**config.mk**
```make
export PLATFORM = sky130hd
export DESIGN_NAME = ctw_ctrl
export DESIGN_NICKNAME = d
export VERILOG_FILES = /design/src/rtl/core/ctw_pkg.sv /design/src/rtl/core/ctw_ctrl.sv
export SDC_FILE = /design/constraint.sdc
export NUM_CORES = 1
export LEC_CHECK = 0
export BUFFER_PORTS_ARGS = -buffer_cell sky130_fd_sc_hd__buf_2
export CAP_MARGIN = 20
export CORE_MARGIN = 2
export CORE_UTILIZATION = 35
export CTS_CLUSTER_DIAMETER = 120
export DETAILED_ROUTE_END_ITERATION = 10
export SETUP_SLACK_MARGIN = 0.02
export SYNTH_ARGS = -nofsm -noshare
export SYNTH_HDL_FRONTEND = slang
export SYNTH_SLANG_ARGS = --single-unit
```
**constraint.sdc**
```tcl
create_clock -name clk -period 4.7 [get_ports clk]
set_clock_uncertainty 0.15 [all_clocks]
set_input_delay 0.235 -clock clk [delete_from_list [all_inputs] [get_ports clk]]
set_output_delay 0.235 -clock clk [all_outputs]
set_load 0.02 [all_outputs]
```
**src/rtl/core/ctw_pkg.sv**
```systemverilog
// ----------------------------------------------------------------------------
// ctw_pkg: shared types and constants of the text console writer
// Screen geometry, cell codes, operation codes, controller states and the
// request bundle that drives the cell memory.
// ----------------------------------------------------------------------------
`timescale 1ns / 1ps
`default_nettype none

package ctw_pkg;

  // Screen geometry
  localparam int COLUMNS    = 80;
  localparam int ROWS       = 25;
  localparam int CELL_COUNT = COLUMNS * ROWS;
  localparam int COPY_COUNT = CELL_COUNT - COLUMNS;
  localparam int ADDR_W     = $clog2(CELL_COUNT);
  localparam int CNT_W      = $clog2(CELL_COUNT + 1);

  // Field widths
  localparam int OP_W   = 3;
  localparam int CHAR_W = 8;
  localparam int COLR_W = 4;
  localparam int COL_W  = 7;
  localparam int ROW_W  = 6;
  localparam int ATTR_W = 8;
  localparam int CELL_W = 16;

  // Bounds in the widths used for compares
  localparam logic [COL_W:0]   COLUMNS_C = (COL_W + 1)'(COLUMNS);
  localparam logic [ROW_W:0]   ROWS_C    = (ROW_W + 1)'(ROWS);
  localparam logic [ROW_W-1:0] LAST_ROW  = ROW_W'(ROWS - 1);

  // Cell codes
  localparam logic [CHAR_W-1:0] NEWLINE_CODE = 8'h0A;
  localparam logic [CHAR_W-1:0] BLANK_CHAR   = 8'h20;
  localparam logic [ATTR_W-1:0] DEFAULT_ATTR = 8'h07;
  localparam logic [CELL_W-1:0] BLANK_CELL   = {DEFAULT_ATTR, BLANK_CHAR};

  typedef enum logic [OP_W-1:0] {
    OP_WRITE_CHAR = 3'd0,
    OP_SET_CURSOR = 3'd1,
    OP_CLEAR      = 3'd2,
    OP_SET_COLOR  = 3'd3,
    OP_READ_CELL  = 3'd4
  } op_t;

  typedef enum logic [2:0] {
    ST_INIT,
    ST_IDLE,
    ST_EXEC,
    ST_RDWAIT,
    ST_SCROLL,
    ST_CLEAR
  } state_t;

  typedef struct packed {
    logic              we;
    logic [ADDR_W-1:0] waddr;
    logic [CELL_W-1:0] wdata;
    logic              re;
    logic [ADDR_W-1:0] raddr;
  } mem_req_t;

endpackage

`default_nettype wire

```
**src/rtl/core/ctw_ctrl.sv**
```systemverilog
// ----------------------------------------------------------------------------
// ctw_ctrl: console controller
// Holds cursor and attribute, executes one operation at a time and drives the
// cell memory, including the scroll copy and the clear sweep.
// ----------------------------------------------------------------------------
`timescale 1ns / 1ps
`default_nettype none

module ctw_ctrl (
  input  wire logic                          clk,
  input  wire logic                          rst,
  input  wire logic                          start,
  input  wire logic [ctw_pkg::OP_W-1:0]      op,
  input  wire logic [ctw_pkg::CHAR_W-1:0]    char_code,
  input  wire logic [ctw_pkg::COLR_W-1:0]    fg_color,
  input  wire logic [ctw_pkg::COLR_W-1:0]    bg_color,
  input  wire logic [ctw_pkg::COL_W-1:0]     cell_col,
  input  wire logic [ctw_pkg::ROW_W-1:0]     cell_row,
  input  wire logic [ctw_pkg::CELL_W-1:0]    rdata,
  output ctw_pkg::mem_req_t                  mem_req,
  output logic                               busy,
  output logic                               done,
  output logic     [ctw_pkg::CELL_W-1:0]     cell_data,
  output logic     [ctw_pkg::COL_W-1:0]      cursor_col,
  output logic     [ctw_pkg::ROW_W-1:0]      cursor_row,
  output logic     [ctw_pkg::ATTR_W-1:0]     current_attr,
  output logic                               range_error
);

  ctw_pkg::state_t state, state_next;

  logic [ctw_pkg::CNT_W-1:0]  cnt, cnt_next, cnt_m1;
  logic [ctw_pkg::COL_W-1:0]  cursor_x, cursor_x_next;
  logic [ctw_pkg::ROW_W-1:0]  cursor_y, cursor_y_next;
  logic [ctw_pkg::ATTR_W-1:0] attr, attr_next;
  logic                       done_next;
  logic [ctw_pkg::CELL_W-1:0] cell_data_next;
  logic                       err, err_next;

  // Latched request
  logic [ctw_pkg::OP_W-1:0]   op_q;
  logic [ctw_pkg::CHAR_W-1:0] char_q;
  logic [ctw_pkg::COLR_W-1:0] fg_q;
  logic [ctw_pkg::COLR_W-1:0] bg_q;
  logic [ctw_pkg::COL_W-1:0]  col_q;
  logic [ctw_pkg::ROW_W-1:0]  row_q;

  // Decode of the latched request
  logic                        accept;
  logic                        on_screen;
  logic                        is_newline;
  logic                        wrap;
  logic                        need_scroll;
  logic                        go_read;
  logic                        go_clear;
  logic [ctw_pkg::COL_W:0]     x_inc;
  logic [ctw_pkg::ROW_W:0]     y_inc;
  logic [ctw_pkg::ROW_W-1:0]   addr_row;
  logic [ctw_pkg::COL_W-1:0]   addr_col;
  logic [ctw_pkg::ADDR_W-1:0]  exec_addr;
  logic                        scroll_end;
  logic                        clear_end;

  assign accept = start && (state == ctw_pkg::ST_IDLE);
  assign cnt_m1 = cnt - ctw_pkg::CNT_W'(1);

  // Decode operation and cursor motion
  always_comb begin
    on_screen   = ({1'b0, col_q} < ctw_pkg::COLUMNS_C) && ({1'b0, row_q} < ctw_pkg::ROWS_C);
    is_newline  = (char_q == ctw_pkg::NEWLINE_CODE);
    x_inc       = {1'b0, cursor_x} + (ctw_pkg::COL_W + 1)'(1);
    y_inc       = {1'b0, cursor_y} + (ctw_pkg::ROW_W + 1)'(1);
    wrap        = is_newline || (x_inc >= ctw_pkg::COLUMNS_C);
    need_scroll = (op_q == ctw_pkg::OP_WRITE_CHAR) && wrap && (y_inc >= ctw_pkg::ROWS_C);
    go_read     = (op_q == ctw_pkg::OP_READ_CELL) && on_screen;
    go_clear    = (op_q == ctw_pkg::OP_CLEAR);
    addr_row    = (op_q == ctw_pkg::OP_READ_CELL) ? row_q : cursor_y;
    addr_col    = (op_q == ctw_pkg::OP_READ_CELL) ? col_q : cursor_x;
    exec_addr   = ctw_pkg::ADDR_W'(ctw_pkg::ADDR_W'(addr_row) *
                  ctw_pkg::ADDR_W'(ctw_pkg::COLUMNS) + ctw_pkg::ADDR_W'(addr_col));
    scroll_end  = (cnt == ctw_pkg::CNT_W'(ctw_pkg::CELL_COUNT));
    clear_end   = (cnt == ctw_pkg::CNT_W'(ctw_pkg::CELL_COUNT - 1));
  end

  // Next state
  always_comb begin
    state_next = state;
    unique case (state)
      ctw_pkg::ST_INIT: begin
        if (clear_end) state_next = ctw_pkg::ST_IDLE;
      end
      ctw_pkg::ST_IDLE: begin
        if (accept) state_next = ctw_pkg::ST_EXEC;
      end
      ctw_pkg::ST_EXEC: begin
        priority if (need_scroll) state_next = ctw_pkg::ST_SCROLL;
        else if (go_clear)        state_next = ctw_pkg::ST_CLEAR;
        else if (go_read)         state_next = ctw_pkg::ST_RDWAIT;
        else                      state_next = ctw_pkg::ST_IDLE;
      end
      ctw_pkg::ST_RDWAIT: begin
        state_next = ctw_pkg::ST_IDLE;
      end
      ctw_pkg::ST_SCROLL: begin
        if (scroll_end) state_next = ctw_pkg::ST_IDLE;
      end
      ctw_pkg::ST_CLEAR: begin
        if (clear_end) state_next = ctw_pkg::ST_IDLE;
      end
      default: state_next = ctw_pkg::ST_IDLE;
    endcase
  end

  // Memory requests and result
  always_comb begin
    mem_req        = '0;
    done_next      = 1'b0;
    cell_data_next = cell_data;
    err_next       = err;
    unique case (state)
      ctw_pkg::ST_INIT, ctw_pkg::ST_CLEAR: begin
        mem_req.we    = 1'b1;
        mem_req.waddr = cnt[ctw_pkg::ADDR_W-1:0];
        mem_req.wdata = ctw_pkg::BLANK_CELL;
        done_next     = (state == ctw_pkg::ST_CLEAR) && clear_end;
      end
      ctw_pkg::ST_EXEC: begin
        cell_data_next = '0;
        err_next       = ((op_q == ctw_pkg::OP_SET_CURSOR) ||
                          (op_q == ctw_pkg::OP_READ_CELL)) && !on_screen;
        mem_req.waddr  = exec_addr;
        mem_req.wdata  = {attr, char_q};
        mem_req.we     = (op_q == ctw_pkg::OP_WRITE_CHAR) && !is_newline;
        mem_req.raddr  = exec_addr;
        mem_req.re     = go_read;
        done_next      = !need_scroll && !go_clear && !go_read;
      end
      ctw_pkg::ST_RDWAIT: begin
        cell_data_next = rdata;
        done_next      = 1'b1;
      end
      ctw_pkg::ST_SCROLL: begin
        // read one row ahead, write the word read last cycle one row up, blank the last row
        mem_req.re    = (cnt < ctw_pkg::CNT_W'(ctw_pkg::COPY_COUNT));
        mem_req.raddr = ctw_pkg::ADDR_W'(cnt + ctw_pkg::CNT_W'(ctw_pkg::COLUMNS));
        mem_req.we    = (cnt != '0);
        mem_req.waddr = cnt_m1[ctw_pkg::ADDR_W-1:0];
        mem_req.wdata = (cnt_m1 < ctw_pkg::CNT_W'(ctw_pkg::COPY_COUNT)) ?
                        rdata : {attr, ctw_pkg::BLANK_CHAR};
        done_next     = scroll_end;
      end
      default: begin
        mem_req = '0;
      end
    endcase
  end

  // Cursor, attribute and sweep counter updates
  always_comb begin
    cursor_x_next = cursor_x;
    cursor_y_next = cursor_y;
    attr_next     = attr;
    cnt_next      = cnt;
    unique case (state)
      ctw_pkg::ST_INIT, ctw_pkg::ST_CLEAR, ctw_pkg::ST_SCROLL: begin
        cnt_next = cnt + ctw_pkg::CNT_W'(1);
      end
      ctw_pkg::ST_EXEC: begin
        cnt_next = '0;
        unique case (op_q)
          ctw_pkg::OP_WRITE_CHAR: begin
            if (wrap) begin
              cursor_x_next = '0;
              cursor_y_next = (y_inc >= ctw_pkg::ROWS_C) ? ctw_pkg::LAST_ROW
                                                         : y_inc[ctw_pkg::ROW_W-1:0];
            end else begin
              cursor_x_next = x_inc[ctw_pkg::COL_W-1:0];
            end
          end
          ctw_pkg::OP_SET_CURSOR: begin
            if (on_screen) begin
              cursor_x_next = col_q;
              cursor_y_next = row_q;
            end
          end
          ctw_pkg::OP_CLEAR:     attr_next = ctw_pkg::DEFAULT_ATTR;
          ctw_pkg::OP_SET_COLOR: attr_next = {bg_q, fg_q};
          default: begin
            attr_next = attr;
          end
        endcase
      end
      default: begin
        cnt_next = cnt;
      end
    endcase
  end

  // Control registers
  always_ff @(posedge clk) begin
    if (rst) begin
      state    <= ctw_pkg::ST_INIT;
      cnt      <= '0;
      done     <= 1'b0;
      cursor_x <= '0;
      cursor_y <= '0;
      attr     <= ctw_pkg::DEFAULT_ATTR;
    end else begin
      state    <= state_next;
      cnt      <= cnt_next;
      done     <= done_next;
      cursor_x <= cursor_x_next;
      cursor_y <= cursor_y_next;
      attr     <= attr_next;
    end
  end

  // Payload registers: hold the request on transfer, hold the result fields
  always_ff @(posedge clk) begin
    if (accept) begin
      op_q   <= op;
      char_q <= char_code;
      fg_q   <= fg_color;
      bg_q   <= bg_color;
      col_q  <= cell_col;
      row_q  <= cell_row;
    end
    cell_data <= cell_data_next;
    err       <= err_next;
  end

  assign busy         = (state != ctw_pkg::ST_IDLE);
  assign cursor_col   = cursor_x;
  assign cursor_row   = cursor_y;
  assign current_attr = attr;
  assign range_error  = err;

endmodule

`default_nettype wire

```
==> run_results.csv <==
group,metric,value,unit
clocking,htree_levels,3,
placement,port_buffers,130,
yosys,synth_enable_flop_cells,49,
grt,grt_pass1_vias,4527,
power_and_ir_drop,power.density,305,nW/um^2
sta,finalCritPeriodShare,92.5,%
yosys,synth_top_area_cell,"edfxtp_1",
critical_path,critPathMaxStageDelay,0.43,ns
placement,placed_cell_area,5860,sq um
placement,gp_congestion,0.897,
floorplanning,core_area,14400,sq um
routing,drt_iter0_drc,273,
yosys,ys_warn_count,0,
sta,fin_hold_ws,0.0353,ns
power_and_ir_drop,power.net_switching,0.559,mW
yosys,yosysTopAreaCellShare,28.7,%
yosys,syn_nets,612,
critical_path,rr_endpoint,"cursor_col[6]$_SDFFE_PP0P_",
critical_path,cp_slowest_cell,"edfxtp_1",
routing,wl,14600,um
critical_path,reg2reg_slack,1.28,ns
grt,grt_first_pass_wirelength,23100,um
sta,report.final.slew_viol_count,0,
yosys,synth_area,5130,sq um
floorplanning,row_count,44,
clocking,cts_tree,"yes",
power_and_ir_drop,p_comb_share,16.7,%
critical_path,worstPathMaxFanout,15,
grt,grt_antenna_before_repair,0,
yosys,postSynthCellCount,539,
yosys,ys_ff_latch,85,
floorplanning,dieArea,15600,sq um
sta,hold_viol,0,
critical_path,worstPathCellList,"inv_1 -> and3_2 -> mux2_2 -> ha_1 -> ha_1 -> inv_1 -> fa_1 -> xnor2_1 -> o2111ai_1 -> xnor2_1 -> xnor3_1 -> nand2_1 -> o311ai_0 -> buf_2",
layout,antennaDiodeCount,0,
power_and_ir_drop,p_seq_share,43.3,%
sta,tns,0,ns
yosys,synth-main-ff-cell,"edfxtp_1",
sta,min_period,4.35,ns
sta,worstMarginPinSlew,1.04,ns
yosys,synthArstFlopShare,0,%
layout,areaGrowthSynthToFinish,26.9,%
sta,setup_viol,0,
hold_path,worst_hold_path_type,"input port to register",
clocking,clock_path_buffers,2,
grt,gr-total-overflow,0,
floorplanning,die-height,125,um
routing,drc_errors,0,
sta,grt_setup_unrepaired,"no",
floorplanning,start_util,35.6,%
routing,vias,4737,
power_and_ir_drop,p_int,1.43,mW
layout,stdcell_area,6510,sq um
power_and_ir_drop,swShare,28.2,%
layout,fillCellCount,1454,
routing,dr.pass1.iters,5,
yosys,synth-seq-area-share,42.7,%
grt,gr-usage-all-layers,18.2,%
yosys,avgSynthCellArea,9.52,sq um
clocking,clock_sinks,85,
critical_path,required,4.32,ns
hold_path,min_from,"start",
layout,fin_nets,752,
critical_path,crit_type,"register to output port",
critical_path,crit_arrival,3.96,ns
floorplanning,die_w,125,um
floorplanning,io_pins,131,
run_status,status,"complete, no violations",
yosys,synth_top_cells_by_area,"edfxtp_1, dfxtp_1, ha_1",
routing,ant_nets,0,
clocking,cts-root-buf,"clkbuf_16",
hold_path,min_to,"state[1]$_SDFFE_PP0P_",
run,maxCapViolCount,0,
clocking,clk_latency,0.34,ns
critical_path,r2r-start,"state[1]$_SDFFE_PP0P_",
sta,clock.fmax,230,MHz
clocking,cts_buffers,9,
power_and_ir_drop,clkPwrFrac,40.0,%
placement,dp_hpwl,10900,um
layout,drive_gt1_share,25.4,%
power_and_ir_drop,p_leak,2.68,nW
grt,grt_max_degree,34,
sta,max_slew_margin,30.3,%
power_and_ir_drop,fin_total_pwr,1.98,mW
critical_path,start_kind,"register",
hold_path,holdPathStages,3,
critical_path,cp-end-kind,"output port",
routing,wl_per_cell,16.8,um
yosys,synth_cell_type_count,74,
clocking,clkSlewWorstSetupHoldPaths,0.06,ns
critical_path,reg2reg_depth,9,
power_and_ir_drop,peakVddDrop,145,uV
routing,viasPerCell,5.46,
-- cells by family after synthesis --
kind of cell	synth area share, %
AOI/OAI and AO/OA	20.1
buffers and inverters	5.76
and+or+nand+nor	19.0
DFF	42.7
muxes	2.24
xor gates and xnor gates	4.54
adders and majority gates	5.66
-- timing repair --
| item | in CTS | in global routing |
|---|---|---|
| setup endpoints to repair | 0 | 1 |
| hold buffers | 32 | 0 |
| hold endpoints to repair | 32 | 0 |
| setup buffers | 0 | 0 |
| gates resized for setup | 0 | 1 |
-- layout make-up --
class	instances	area, sq um	share of cell area [%]
Sequential cell	85	2190	33.7
Clock buffer	10	229	3.52
Tap cell	184	230	3.54
Inverter	31	119	1.83
Timing Repair Buffer	165	993	15.3
Clock inverter	6	96.3	1.48
Multi-Input combinational cell	387	2650	40.7
-- power groups by stage --
| stage | Clock (mW) | Sequential (mW) | Combinational (mW) |
|---|---|---|---|
| CTS | 0.808 | 0.857 | 0.329 |
| detailed placement | 0 | 0.874 | 0.308 |
| floorplan | 0 | 0.849 | 0.234 |
| global placement | 0 | 0.874 | 0.302 |
| finish | 0.794 | 0.859 | 0.332 |
| global route | 0.833 | 0.862 | 0.358 |
-- cells in the final DEF (no fill, tap or decap), types with 4 or more instances in the layout --
cell type,Yosys,layout
a31oi_1,8,8
nor3b_1,4,4
a21o_1,8,8
ha_1,20,20
a221o_1,4,4
a21oi_1,20,20
and3_1,23,22
xnor2_1,14,14
clkbuf_16,0,9
nor2_1,39,39
mux2i_1,7,7
nand3_1,19,19
inv_1,27,27
o211ai_1,5,5
buf_2,12,130
dfxtp_1,36,36
nand2b_1,6,6
edfxtp_1,49,49
nand4_1,7,7
dlygate4sd3_1,0,32
a211oi_1,7,7
mux2_2,4,4
nor2b_1,9,9
nand2_1,43,43
nor3_1,15,14
a22o_1,14,14
o21ai_0,38,38
a221oi_1,4,4
xor2_1,10,10
-- through the flow --
stage          instances  setup slack [ns]  utilization (%)
3_3_place_gp         820             0.760             40.6
6_report             868             0.355             45.1
4_1_cts              868             0.196             45.1
5_1_grt              868             0.123             45.1
2_1_floorplan        539             0.870                -
3_5_place_dp         820             0.559             40.6
-- routing by layer --
metal  share of wire, %  global-route usage (%)
met1                 42                    22.6
met2                 49                    31.2
met3                5.4                    1.97
met4                3.5                    9.48
met5                  0                       0
-- worst max path at each step --
stage                       from     endpoint  slack [ns]  cells past startpoint
2_1_floorplan  op_q[0]$_DFFE_PP_  mem_req[38]        0.87                     16
6_report       op_q[1]$_DFFE_PP_  mem_req[38]        0.35                     14
5_1_grt        op_q[1]$_DFFE_PP_  mem_req[38]        0.12                     14
4_1_cts        op_q[1]$_DFFE_PP_  mem_req[38]        0.20                     14
3_5_place_dp   op_q[1]$_DFFE_PP_  mem_req[38]        0.56                     14
3_3_place_gp   op_q[0]$_DFFE_PP_  mem_req[38]        0.76                     14
-- flip-flops by register name, summed over array words and instances (netlist names) --
name,cells
cnt,11
current_attr,8
col_q,7
cell_data,16
fg_q,4
char_q,8
op_q,3
cursor_col,7
cursor_row,6
bg_q,4
range_error,1
state,3
row_q,6
done,1
-- synthesized netlist by cell type (all sizes together), types with 2 or more instances --
| cell type | n |
|---|---|
| nand2 | 44 |
| nor2b | 9 |
| a311o | 2 |
| nor4 | 3 |
| nor2 | 42 |
| or3 | 2 |
| nor3 | 18 |
| a22o | 14 |
| a221oi | 4 |
| a41oi | 2 |
| a32oi | 2 |
| and3 | 23 |
| fa | 2 |
| a31oi | 8 |
| o21a | 4 |
| o32ai | 2 |
| mux2i | 7 |
| dfxtp | 36 |
| xnor2 | 14 |
| clkbuf | 19 |
| nand4 | 7 |
| edfxtp | 49 |
| o221ai | 3 |
| buf | 17 |
| a211oi | 8 |
| a221o | 4 |
| ha | 20 |
| a21o | 9 |
| nand2b | 6 |
| a21oi | 20 |
| o211ai | 5 |
| inv | 30 |
| xor2 | 10 |
| o21ai | 39 |
| nand3 | 20 |
| and2 | 3 |
| o22ai | 3 |
| nor3b | 4 |
| a311oi | 2 |
| mux2 | 4 |
-- critical path: cells and delay by family (launching register included) --
kind,cells,cell delay [ns]
flip-flops,1,0.43
AND/OR/NAND/NOR,2,0.47
XOR/XNOR,3,0.72
multiplexers,1,0.40
adder cells (fa/ha/maj),3,0.84
buffers and inverters,3,0.40
AO/OA/AOI/OAI,2,0.34
Power figures use the tool's default switching activity.
